### src/rtl/assert_macros.svh
// Assertion macros shared by the RTL of the tile map decoder.
// Each macro expects signals named clk and rst_n in the using scope.
`ifndef ASSERT_MACROS_SVH
`define ASSERT_MACROS_SVH

`ifndef SYNTHESIS
`define ASSERT_ALWAYS(lbl, expr, msg) \
    lbl: assert property (@(posedge clk) disable iff (!rst_n) (expr)) else $error(msg);
`define ASSERT_IMPLIES(lbl, ante, cons, msg) \
    lbl: assert property (@(posedge clk) disable iff (!rst_n) (ante) |-> (cons)) \
        else $error(msg);
`define ASSERT_NEXT(lbl, ante, cons, msg) \
    lbl: assert property (@(posedge clk) disable iff (!rst_n) (ante) |=> (cons)) \
        else $error(msg);
`else
`define ASSERT_ALWAYS(lbl, expr, msg)
`define ASSERT_IMPLIES(lbl, ante, cons, msg)
`define ASSERT_NEXT(lbl, ante, cons, msg)
`endif

`endif

### src/rtl/tmrd_pkg.sv
// Types and constants for the tile map run-length decoder.
// No dependencies; imported by every module of the block.
`timescale 1ns / 1ps

package tmrd_pkg;

    localparam int unsigned BYTE_W  = 8;
    localparam int unsigned WORD_W  = 16;
    localparam int unsigned AREA_W  = 32;
    localparam int unsigned LEN_W   = 9;
    localparam int unsigned TDATA_W = 64;

    localparam logic [WORD_W-1:0] MASK_RESET = 16'h8000;
    localparam logic [LEN_W-1:0]  FULL_RUN   = 9'd256;

    localparam logic KIND_HEADER = 1'b0;
    localparam logic KIND_TILE   = 1'b1;

    // command from the parser to the executing side
    typedef struct packed {
        logic              is_hdr;
        logic [WORD_W-1:0] width;
        logic [WORD_W-1:0] height;
        logic [AREA_W-1:0] area;
        logic [WORD_W-1:0] tile;
        logic [LEN_W-1:0]  want;
    } cmd_t;

    typedef struct packed {
        logic              kind;
        logic [WORD_W-1:0] width;
        logic [WORD_W-1:0] height;
        logic [WORD_W-1:0] tile;
        logic [LEN_W-1:0]  len;
        logic              last;
    } res_t;

    typedef struct packed {
        logic full;
        logic empty;
    } q_status_t;

endpackage

### src/rtl/tmrd_front.sv
// Byte parser: assembles header and tile words and issues run commands.
// Depends on tmrd_pkg.
`timescale 1ns / 1ps

module tmrd_front
    import tmrd_pkg::*;
(
    input  logic              clk,
    input  logic              rst_n,
    input  logic              fire,
    input  logic [BYTE_W-1:0] data_byte,
    input  logic              map_start,
    input  logic [WORD_W-1:0] run_flag_mask,
    output logic              push,
    output cmd_t              cmd
);

    typedef enum logic [2:0] {
        PH_W_LO,
        PH_W_HI,
        PH_H_LO,
        PH_H_HI,
        PH_TILE_LO,
        PH_TILE_HI,
        PH_COUNT
    } phase_t;

    phase_t            phase_reg, phase_next, phase_eff;
    logic [BYTE_W-1:0] hold_reg, hold_next;
    logic [WORD_W-1:0] width_reg, width_next;
    logic [WORD_W-1:0] pending_reg, pending_next;
    logic [WORD_W-1:0] word;

    assign word      = {data_byte, hold_reg};
    assign phase_eff = map_start ? PH_W_LO : phase_reg;

    always_comb
    begin
        phase_next   = phase_reg;
        hold_next    = hold_reg;
        width_next   = width_reg;
        pending_next = pending_reg;
        push         = 1'b0;
        cmd.is_hdr   = 1'b0;
        cmd.width    = width_reg;
        cmd.height   = word;
        cmd.area     = {16'd0, width_reg} * {16'd0, word};
        cmd.tile     = word;
        cmd.want     = 9'd1;
        if (fire)
        begin
            case (phase_eff)
                PH_W_LO:
                begin
                    hold_next  = data_byte;
                    phase_next = PH_W_HI;
                end
                PH_W_HI:
                begin
                    width_next = word;
                    phase_next = PH_H_LO;
                end
                PH_H_LO:
                begin
                    hold_next  = data_byte;
                    phase_next = PH_H_HI;
                end
                PH_H_HI:
                begin
                    push       = 1'b1;
                    cmd.is_hdr = 1'b1;
                    phase_next = PH_TILE_LO;
                end
                PH_TILE_LO:
                begin
                    hold_next  = data_byte;
                    phase_next = PH_TILE_HI;
                end
                PH_TILE_HI:
                begin
                    if ((word & run_flag_mask) == run_flag_mask)
                    begin
                        pending_next = word & ~run_flag_mask;
                        phase_next   = PH_COUNT;
                    end
                    else
                    begin
                        push       = 1'b1;
                        phase_next = PH_TILE_LO;
                    end
                end
                PH_COUNT:
                begin
                    push       = 1'b1;
                    cmd.tile   = pending_reg;
                    cmd.want   = (data_byte == '0) ? FULL_RUN : {1'b0, data_byte};
                    phase_next = PH_TILE_LO;
                end
                default:
                begin
                    phase_next = PH_W_LO;
                end
            endcase
        end
    end

    // past the map end the back side drops tile commands, so no done phase here
    always_ff @(posedge clk or negedge rst_n)
    begin
        if (!rst_n)
        begin
            phase_reg   <= PH_W_LO;
            hold_reg    <= '0;
            width_reg   <= '0;
            pending_reg <= '0;
        end
        else
        begin
            phase_reg   <= phase_next;
            hold_reg    <= hold_next;
            width_reg   <= width_next;
            pending_reg <= pending_next;
        end
    end

endmodule

### src/rtl/tmrd_queue.sv
// Small command queue between parser and executing side.
// Depends on tmrd_pkg.
`timescale 1ns / 1ps

module tmrd_queue
    import tmrd_pkg::*;
#(
    parameter int unsigned DEPTH = 4
)
(
    input  logic      clk,
    input  logic      rst_n,
    input  logic      push,
    input  cmd_t      wr_cmd,
    input  logic      pop,
    output cmd_t      rd_cmd,
    output q_status_t status
);

    localparam int unsigned AW = (DEPTH > 1) ? $clog2(DEPTH) : 1;
    localparam int unsigned CW = $clog2(DEPTH + 1);
    localparam logic [AW-1:0] LAST_PTR = AW'(DEPTH - 1);
    localparam logic [CW-1:0] FULL_CNT = CW'(DEPTH);

    cmd_t          mem [DEPTH];
    logic [AW-1:0] wr_ptr_reg, wr_ptr_next;
    logic [AW-1:0] rd_ptr_reg, rd_ptr_next;
    logic [CW-1:0] count_reg, count_next;

    assign status.full  = (count_reg == FULL_CNT);
    assign status.empty = (count_reg == '0);
    assign rd_cmd       = mem[rd_ptr_reg];

    always_comb
    begin
        wr_ptr_next = wr_ptr_reg;
        rd_ptr_next = rd_ptr_reg;
        count_next  = count_reg;
        if (push)
            wr_ptr_next = (wr_ptr_reg == LAST_PTR) ? '0 : wr_ptr_reg + 1'b1;
        if (pop)
            rd_ptr_next = (rd_ptr_reg == LAST_PTR) ? '0 : rd_ptr_reg + 1'b1;
        if (push && !pop)
            count_next = count_reg + 1'b1;
        else if (pop && !push)
            count_next = count_reg - 1'b1;
    end

    always_ff @(posedge clk)
    begin
        if (push)
            mem[wr_ptr_reg] <= wr_cmd;
    end

    always_ff @(posedge clk or negedge rst_n)
    begin
        if (!rst_n)
        begin
            wr_ptr_reg <= '0;
            rd_ptr_reg <= '0;
            count_reg  <= '0;
        end
        else
        begin
            wr_ptr_reg <= wr_ptr_next;
            rd_ptr_reg <= rd_ptr_next;
            count_reg  <= count_next;
        end
    end

endmodule

### src/rtl/tmrd_back.sv
// Executing side: tracks tiles left in the map, truncates runs, holds the
// output register. Depends on tmrd_pkg.
`timescale 1ns / 1ps

module tmrd_back
    import tmrd_pkg::*;
(
    input  logic clk,
    input  logic rst_n,
    input  logic q_empty,
    input  cmd_t cmd,
    output logic pop,
    output logic out_valid,
    input  logic out_ready,
    output res_t res
);

    logic [AREA_W-1:0] left_reg, left_next;
    logic [WORD_W-1:0] width_reg, width_next;
    logic [WORD_W-1:0] height_reg, height_next;
    logic              valid_reg, valid_next;
    res_t              res_reg, res_next;
    logic [LEN_W-1:0]  len;
    logic [AREA_W-1:0] remain;

    assign pop       = !q_empty && (!valid_reg || out_ready);
    assign out_valid = valid_reg;
    assign res       = res_reg;

    assign len    = ({23'd0, cmd.want} < left_reg) ? cmd.want : left_reg[LEN_W-1:0];
    assign remain = left_reg - {23'd0, len};

    always_comb
    begin
        left_next   = left_reg;
        width_next  = width_reg;
        height_next = height_reg;
        res_next    = res_reg;
        valid_next  = valid_reg && !out_ready;
        if (pop)
        begin
            if (cmd.is_hdr)
            begin
                left_next       = cmd.area;
                width_next      = cmd.width;
                height_next     = cmd.height;
                valid_next      = 1'b1;
                res_next.kind   = KIND_HEADER;
                res_next.width  = cmd.width;
                res_next.height = cmd.height;
                res_next.tile   = '0;
                res_next.len    = '0;
                res_next.last   = (cmd.area == '0);
            end
            else if (left_reg != '0)
            begin
                // nothing left means the map is done: the tile is dropped
                left_next       = remain;
                valid_next      = 1'b1;
                res_next.kind   = KIND_TILE;
                res_next.width  = width_reg;
                res_next.height = height_reg;
                res_next.tile   = cmd.tile;
                res_next.len    = len;
                res_next.last   = (remain == '0);
            end
        end
    end

    always_ff @(posedge clk or negedge rst_n)
    begin
        if (!rst_n)
        begin
            left_reg   <= '0;
            width_reg  <= '0;
            height_reg <= '0;
            valid_reg  <= 1'b0;
        end
        else
        begin
            left_reg   <= left_next;
            width_reg  <= width_next;
            height_reg <= height_next;
            valid_reg  <= valid_next;
        end
    end

    always_ff @(posedge clk)
    begin
        res_reg <= res_next;
    end

endmodule

### src/rtl/tile_map_rle_decoder.sv
// Tile map run-length decoder: one byte accepted per cycle while the queue is not full.
// A completed command is written into the queue at the edge that accepts its last byte;
// the run unit then pops it and loads the output register, unless an output stall holds it.
// Throughput is set by the single-byte parser; the queue absorbs output stalls.
// Reset: asynchronous, active low; parser expects a header, map marked done,
// run_flag_mask returns to 0x8000.
`timescale 1ns / 1ps
`include "assert_macros.svh"

module tile_map_rle_decoder
    import tmrd_pkg::*;
#(
    parameter int unsigned QUEUE_DEPTH = 4
)
(
    input  logic               clk,
    input  logic               rst_n,
    input  logic               cfg_we,
    input  logic [WORD_W-1:0]  cfg_wdata,     // run_flag_mask
    input  logic               s_axis_tvalid,
    output logic               s_axis_tready,
    input  logic [BYTE_W-1:0]  s_axis_tdata,  // data_byte
    input  logic               s_axis_tuser,  // map_start
    output logic               m_axis_tvalid,
    input  logic               m_axis_tready,
    // map_width [15:0], map_height [31:16], tile_value [47:32], run_length [56:48]
    output logic [TDATA_W-1:0] m_axis_tdata,
    output logic               m_axis_tuser,  // result_kind
    output logic               m_axis_tlast   // last_of_map
);

    logic [WORD_W-1:0] mask_reg;
    logic              in_fire;
    logic              push;
    logic              pop;
    cmd_t              wr_cmd;
    cmd_t              rd_cmd;
    q_status_t         q_status;
    res_t              res;

    always_ff @(posedge clk or negedge rst_n)
    begin
        if (!rst_n)
            mask_reg <= MASK_RESET;
        else if (cfg_we)
            mask_reg <= cfg_wdata;
    end

    assign s_axis_tready = !q_status.full;
    assign in_fire       = s_axis_tvalid && s_axis_tready;

    tmrd_front u_front (
        .clk           (clk),
        .rst_n         (rst_n),
        .fire          (in_fire),
        .data_byte     (s_axis_tdata),
        .map_start     (s_axis_tuser),
        .run_flag_mask (mask_reg),
        .push          (push),
        .cmd           (wr_cmd)
    );

    tmrd_queue #(
        .DEPTH (QUEUE_DEPTH)
    ) u_queue (
        .clk    (clk),
        .rst_n  (rst_n),
        .push   (push),
        .wr_cmd (wr_cmd),
        .pop    (pop),
        .rd_cmd (rd_cmd),
        .status (q_status)
    );

    tmrd_back u_back (
        .clk       (clk),
        .rst_n     (rst_n),
        .q_empty   (q_status.empty),
        .cmd       (rd_cmd),
        .pop       (pop),
        .out_valid (m_axis_tvalid),
        .out_ready (m_axis_tready),
        .res       (res)
    );

    assign m_axis_tdata = {7'd0, res.len, res.tile, res.height, res.width};
    assign m_axis_tuser = res.kind;
    assign m_axis_tlast = res.last;

    `ASSERT_ALWAYS(a_queue_state, !(q_status.full && q_status.empty), "queue full and empty")
    `ASSERT_IMPLIES(a_tile_len, m_axis_tvalid && (res.kind == KIND_TILE), (res.len != '0) && (res.len <= FULL_RUN), "tile run length out of range")
    `ASSERT_IMPLIES(a_hdr_fields, m_axis_tvalid && (res.kind == KIND_HEADER), (res.len == '0) && (res.tile == '0), "header carries tile fields")
    `ASSERT_NEXT(a_push_lands, push, !q_status.empty, "pushed command not in queue")

endmodule

### config.mk
export PLATFORM = sky130hd
export DESIGN_NAME = tile_map_rle_decoder
export DESIGN_NICKNAME = d
export VERILOG_FILES = /design/src/rtl/tmrd_pkg.sv /design/src/rtl/tmrd_front.sv /design/src/rtl/tmrd_queue.sv /design/src/rtl/tmrd_back.sv /design/src/rtl/tile_map_rle_decoder.sv
export VERILOG_INCLUDE_DIRS = /design/src /design/src/rtl
export SDC_FILE = /design/constraint.sdc
export NUM_CORES = 1
export LEC_CHECK = 0
export BUFFER_PORTS_ARGS = -buffer_cell sky130_fd_sc_hd__buf_2
export CAP_MARGIN = 20
export CORE_ASPECT_RATIO = 1.2
export CORE_MARGIN = 1.5
export CORE_UTILIZATION = 35
export DETAILED_ROUTE_END_ITERATION = 16
export GPL_ROUTABILITY_DRIVEN = 1
export PLACE_DENSITY = 0.56
export SYNTH_ARGS = -nofsm -noshare
export SYNTH_HDL_FRONTEND = slang
export SYNTH_HIERARCHICAL = 1
export SYNTH_SLANG_ARGS = --single-unit
### constraint.sdc
create_clock -name clk -period 9.2 [get_ports clk]
set_input_delay 0 -clock clk [delete_from_list [all_inputs] [get_ports clk]]
set_output_delay 0 -clock clk [all_outputs]
set_load 0.02 [all_outputs]
Word level (Yosys, flattened, before mapping):

Memories as Yosys holds them, arrays and structs flattened.
Cells that the tools add are included.

* bits in registers: 190
* bits in writable memories: 360
* input bits: 30
* output and inout port bits: 68
* word-level logic and storage cells: 91
* memories: 1

* add/sub/neg operators: 5
* multiply operators: 1
* magnitude comparators: 1
* equality and inequality tests: 10
* mux-type cells: 25
* bitwise gates (word level): 3
* reduce and logical (&&, ||, !) cells: 27

Memory list
* u_queue.mem: depth 4, width 90, read ports 1, clocked after Yosys merged registers in 0, write ports 1, line tmrd_queue.sv:25 `cmd_t mem [DEPTH];`

Operators by type and width (number)
* 32-bit zero test: 2
* 32-bit two-way mux: 2
* 59-bit two-way mux: 1
* 58-bit two-way mux: 1
* 25-bit two-way mux: 2
* 16-bit AND: 2
* 9-bit by 32-bit less-than comparator with 1-bit output: 1
* 16-bit by 16-bit multiplier with 32-bit output: 1
* 32-bit nonzero test: 1
* 32-bit by 9-bit subtractor with 32-bit output: 1
* 9-bit two-way mux: 2
* 3-bit one-hot mux with 6 select lines: 1
* 16-bit == test: 1
* 16-bit NOT: 1
* 3-bit == test (second input constant): 4
* 1-bit two-way mux: 9
* 3-bit two-way mux: 3
* 8-bit zero test: 1
* 2-bit AND reduction: 4
* 3-bit by 2-bit == test with 1-bit output (second input constant): 2
* 1-bit zero test: 6
* 3-bit zero test: 2
* 2-bit two-way mux: 3
* 1-bit logical AND: 5
* other kinds (11): 14

Logic depth before layout (Yosys ltp):

* word-level depth: 9
* gate-level depth with buffers: 24
* depth with buffers taken out: 20

Modules after synthesis:

Netlist, hierarchy kept.

Modules (own cells, without submodules)
* tmrd_queue: instances 1, cells an instance 507, area an instance 13407.9 um2, seq. area each 10985.5 um2
* tmrd_front: instances 1, cells an instance 1263, area an instance 10900.5 um2, seq. area each 1076.0 um2
* tmrd_back: instances 1, cells an instance 659, area an instance 6640.1 um2, seq. area each 3398.3 um2
* tile_map_rle_decoder: instances 1, cells an instance 44, area an instance 716.9 um2, seq. area each 401.6 um2

Least setup slack after synthesis:

No wires, ideal clock.

* path type: flip-flop to flip-flop
* start: register u_front.hold_reg[7]
* end: memory u_queue/mem[0][50] (netlist bit) (data pin)
* setup time: 278 ps
* arrival time: 5682 ps
* data required time: 8922 ps
* slack: 3240 ps
* stages on the path, launching flop included: 22
* buffers on the path: 2
* clock period less this slack: 5960 ps
* path through: dfrtp_1 > buf_2 > clkbuf_1 > nand2_1 > fa_1 > inv_1 > fa_1 > inv_1 > fa_1 > inv_1 > fa_1 > fa_1 > inv_1 > fa_1 > inv_1 > ha_1 > a21oi_1 > o21ai_0 > a22o_1 > a311o_1 > a311oi_2 > xnor2_1

RTL lines
* start, declared: line tmrd_front.sv:29 `logic [BYTE_W-1:0] hold_reg, hold_next;`
* start signal, assigned: line tmrd_front.sv:120 `hold_reg <= hold_next;`
* end, declared: line tmrd_queue.sv:25

==> impl_metrics.ini <==
[timing]
final.setup_skew_ns = 0.0232
worst_rel_slew_slack_pct = 33.9
final_worst_path_cycle_share_pct = 73.0
max_freq_ghz = 0.149
timing.final.hold_violations = 0
tightest_slew_ns = 0.992
setup-tns-final_ns = 0
rsz0062_at_grt = false
timing.final.setup_violations = 0
fin_crit_ns = 6.72
maxSlewViolCount = 0

[floorplanning]
die_area_sq_um = 92300
vertical_extent_of_the_die_microns = 332
core.rowCount = 120
initial_utilization_pct = 35.4
io_pins = 98
die_w_microns = 278
core_area_sq_um = 89500

[cells_and_area]
num-nets-final = 2907
syn2layout_area_growth_pct = 11.5
drive_gt1_share_pct = 15.6
nFillCells = 8414
final_cells = 3760
max_ffs_per_register = 360

[yosys]
synth-async-reset-ratio_pct = 23.8
yosysWarningCount = 6
gate_count_of_the_mapped_netlist = 2473
synth.ff_latch_count = 550
synth_top_flop_cell = sky130_fd_sc_hd__edfxtp_1
synth_enable_flop_cells = 419
synth_cell_area_sq_um = 31700
synth.distinct_cells = 85
synth-seq-area-share_pct = 50.1
syn_area_per_cell_sq_um = 12.8

[placement]
gp_congestion = 0.861
dpl.cell_count = 3609
detailed_place_hpwl_microns = 50200
portBuffers = 90

[detailed_routing]
dr.first_iter.drc_count = 1272
first_pass_iters = 7
drt_drc_violations_left = 0
route.vias.total = 19200
totalWireLength_microns = 73500
post_drt_wl_per_cell_microns = 19.5
vias_per_cell = 5.11
final_antenna_net_count = 0

[run]
max_cap_viol_count = 0

[clock_network]
clock_latency_ns = 0.63
clockBufferDepth = 3
tritoncts = done
numClockSinks = 550
root_buffer = sky130_fd_sc_hd__clkbuf_16
clk_pin_slew_worst_paths_ns = 0.06
cts_buffers = 54
h-tree-depth = 2

[global_routing]
grt_max_degree = 69
globalRouteTotalUtil_pct = 16.1
grt_pass1_vias = 20500
global_route_wire_length_before_repair_microns = 116000
grt_antenna_before_repair = 0
grt_overflow = 0

[critical_path]
worst_ep_arrival_time_ns = 7.10
crit_fanout = 21
endpoint_kind = flip-flop
timing_worst_setup_path_type = flip-flop to flip-flop
start_kind = flip-flop
worstPathRequired_ns = 9.58

[min_path]
holdCritPathClass = primary input to flip-flop

[run_status]
result_of_the_run = complete, no violations
==> worst max-delay path: stages, from the launching register on <==
cell	delay [ns]
sky130_fd_sc_hd__dfrtp_1	0.96
sky130_fd_sc_hd__nand2_1	0.18
sky130_fd_sc_hd__fa_1	0.57
sky130_fd_sc_hd__inv_1	0.05
sky130_fd_sc_hd__fa_1	0.49
sky130_fd_sc_hd__inv_1	0.05
sky130_fd_sc_hd__fa_1	0.52
sky130_fd_sc_hd__inv_1	0.05
sky130_fd_sc_hd__fa_1	0.49
sky130_fd_sc_hd__fa_1	0.50
sky130_fd_sc_hd__inv_1	0.05
sky130_fd_sc_hd__fa_1	0.47
sky130_fd_sc_hd__inv_1	0.04
sky130_fd_sc_hd__ha_1	0.36
sky130_fd_sc_hd__a21oi_1	0.25
sky130_fd_sc_hd__o21ai_0	0.18
sky130_fd_sc_hd__a22o_1	0.26
sky130_fd_sc_hd__a311o_1	0.40
sky130_fd_sc_hd__a311oi_2	0.34
sky130_fd_sc_hd__xnor2_1	0.26
==> metrics by stage <==
step	hold slack [ns]	worst slack [ns]	utilization (%)	instance area (sq um)
after floorplan	-0.296	3.24	-	31700
after global placement	0.0722	2.60	37.0	33100
after detailed placement	0.0719	2.51	37.0	33100
after CTS	0.158	2.50	39.4	35300
after global routing	0.180	2.11	39.5	35300
final	0.192	2.48	39.5	35300
==> kinds of logic after synthesis <==
group | count (synthesis) | share of synthesized area, %
xor gates and xnor gates | 45 | 1.24
and+or+nand+nor | 673 | 10.0
adders and majority gates | 323 | 17.4
buffers and inverters | 421 | 5.63
other | 1 | 0.0118
AOI/OAI and AO/OA | 271 | 5.62
muxes | 189 | 9.95
DFF | 550 | 50.1
==> final cells by class <==
cell class / instances / area (sq um) / share of cell area [%]
Clock inverter: 31 / 249 / 0.705
Inverter: 276 / 1040 / 2.94
Tap cell: 1159 / 1450 / 4.11
Sequential cell: 550 / 15900 / 44.9
Clock buffer: 71 / 1480 / 4.18
Multi-Input combinational cell: 1508 / 14100 / 39.8
Timing Repair Buffer: 164 / 1170 / 3.31
Antenna cell: 1 / 2.50 / 0.00708
==> final timing paths <==
kind	start	slack, ns	end	cells after the start
setup / recovery	u_front/width_reg[7]$_DFFE_PN0P_	2.48	u_queue/mem[0][50]$_DFFE_PP_	19
hold / removal	s_axis_tuser	0.19	u_front/phase_reg[2]$_DFFE_PN0P_	3
setup reg to reg	u_front/width_reg[7]$_DFFE_PN0P_	2.48	u_queue/mem[0][50]$_DFFE_PP_	19
hold reg to reg	u_front/pending_reg[15]$_DFFE_PN0P_	0.48	u_front/pending_reg[15]$_DFFE_PN0P_	2
max in group asynchronous	rst_n	7.70	u_queue/rd_ptr_reg[0]$_DFFE_PN0P_	4
min in group asynchronous	rst_n	0.49	mask_reg[7]$_DFFE_PN0P_	4
==> what timing repair did <==
action,4_1_cts,5_1_grt
endpoints found under the hold margin,131,0
buffers inserted,0,0
hold buffers,47,0
resized for setup,0,0
==> metal layers <==
layer	share of wire, %	wire [microns]	vias to the layer above	track usage [%]
met1	40	29100	9990	19.0
met2	54	39600	383	29.7
li1	-	-	8698	-
met4	3.2	2320	0	5.79
met5	0	0	-	0
met3	3.3	2450	124	1.90
==> cell usage in the layout (no fill, tap or decap), drive strengths merged, types with 7 or more instances in the layout <==
cell type and instances:
edfxtp 419, nand2 356, inv 276, fa 196, dfrtp 130, and2 128
ha 127, buf 118, mux4 90, o21ai 76, mux2 75, a21oi 73
clkbuf 71, nor2 55, dlygate4sd3 46, xnor2 26, nor2b 25, mux2i 24
nor3 24, clkinv 24, a21o 23, xor2 19, nand3 19, nor4 16
o22ai 15, o31ai 15, a211oi 13, nand4 10, and3 9, conb 7
==> synth_stat cells (all sizes together) (9+ instances only) <==
cell | n | area, sq um
edfxtp | 419 | 12600
nand2 | 356 | 1340
inv | 275 | 1030
fa | 196 | 3920
dfrtp | 130 | 3250
and2 | 128 | 801
ha | 127 | 1590
mux4 | 90 | 2030
clkbuf | 87 | 327
o21ai | 76 | 380
mux2 | 75 | 882
a21oi | 73 | 373
buf | 58 | 420
nor2 | 55 | 209
xnor2 | 26 | 228
nor2b | 25 | 156
mux2i | 24 | 240
nor3 | 24 | 120
a21o | 23 | 173
nand3 | 19 | 100
xor2 | 19 | 166
nor4 | 16 | 106
o22ai | 15 | 93.8
o31ai | 15 | 156
a211oi | 13 | 97.6
nand4 | 10 | 62.6
and3 | 9 | 56.3
Power is left out: the tool's default activity adds up to more than one toggle a clock period on the data nets, which glitch-free logic cannot reach.
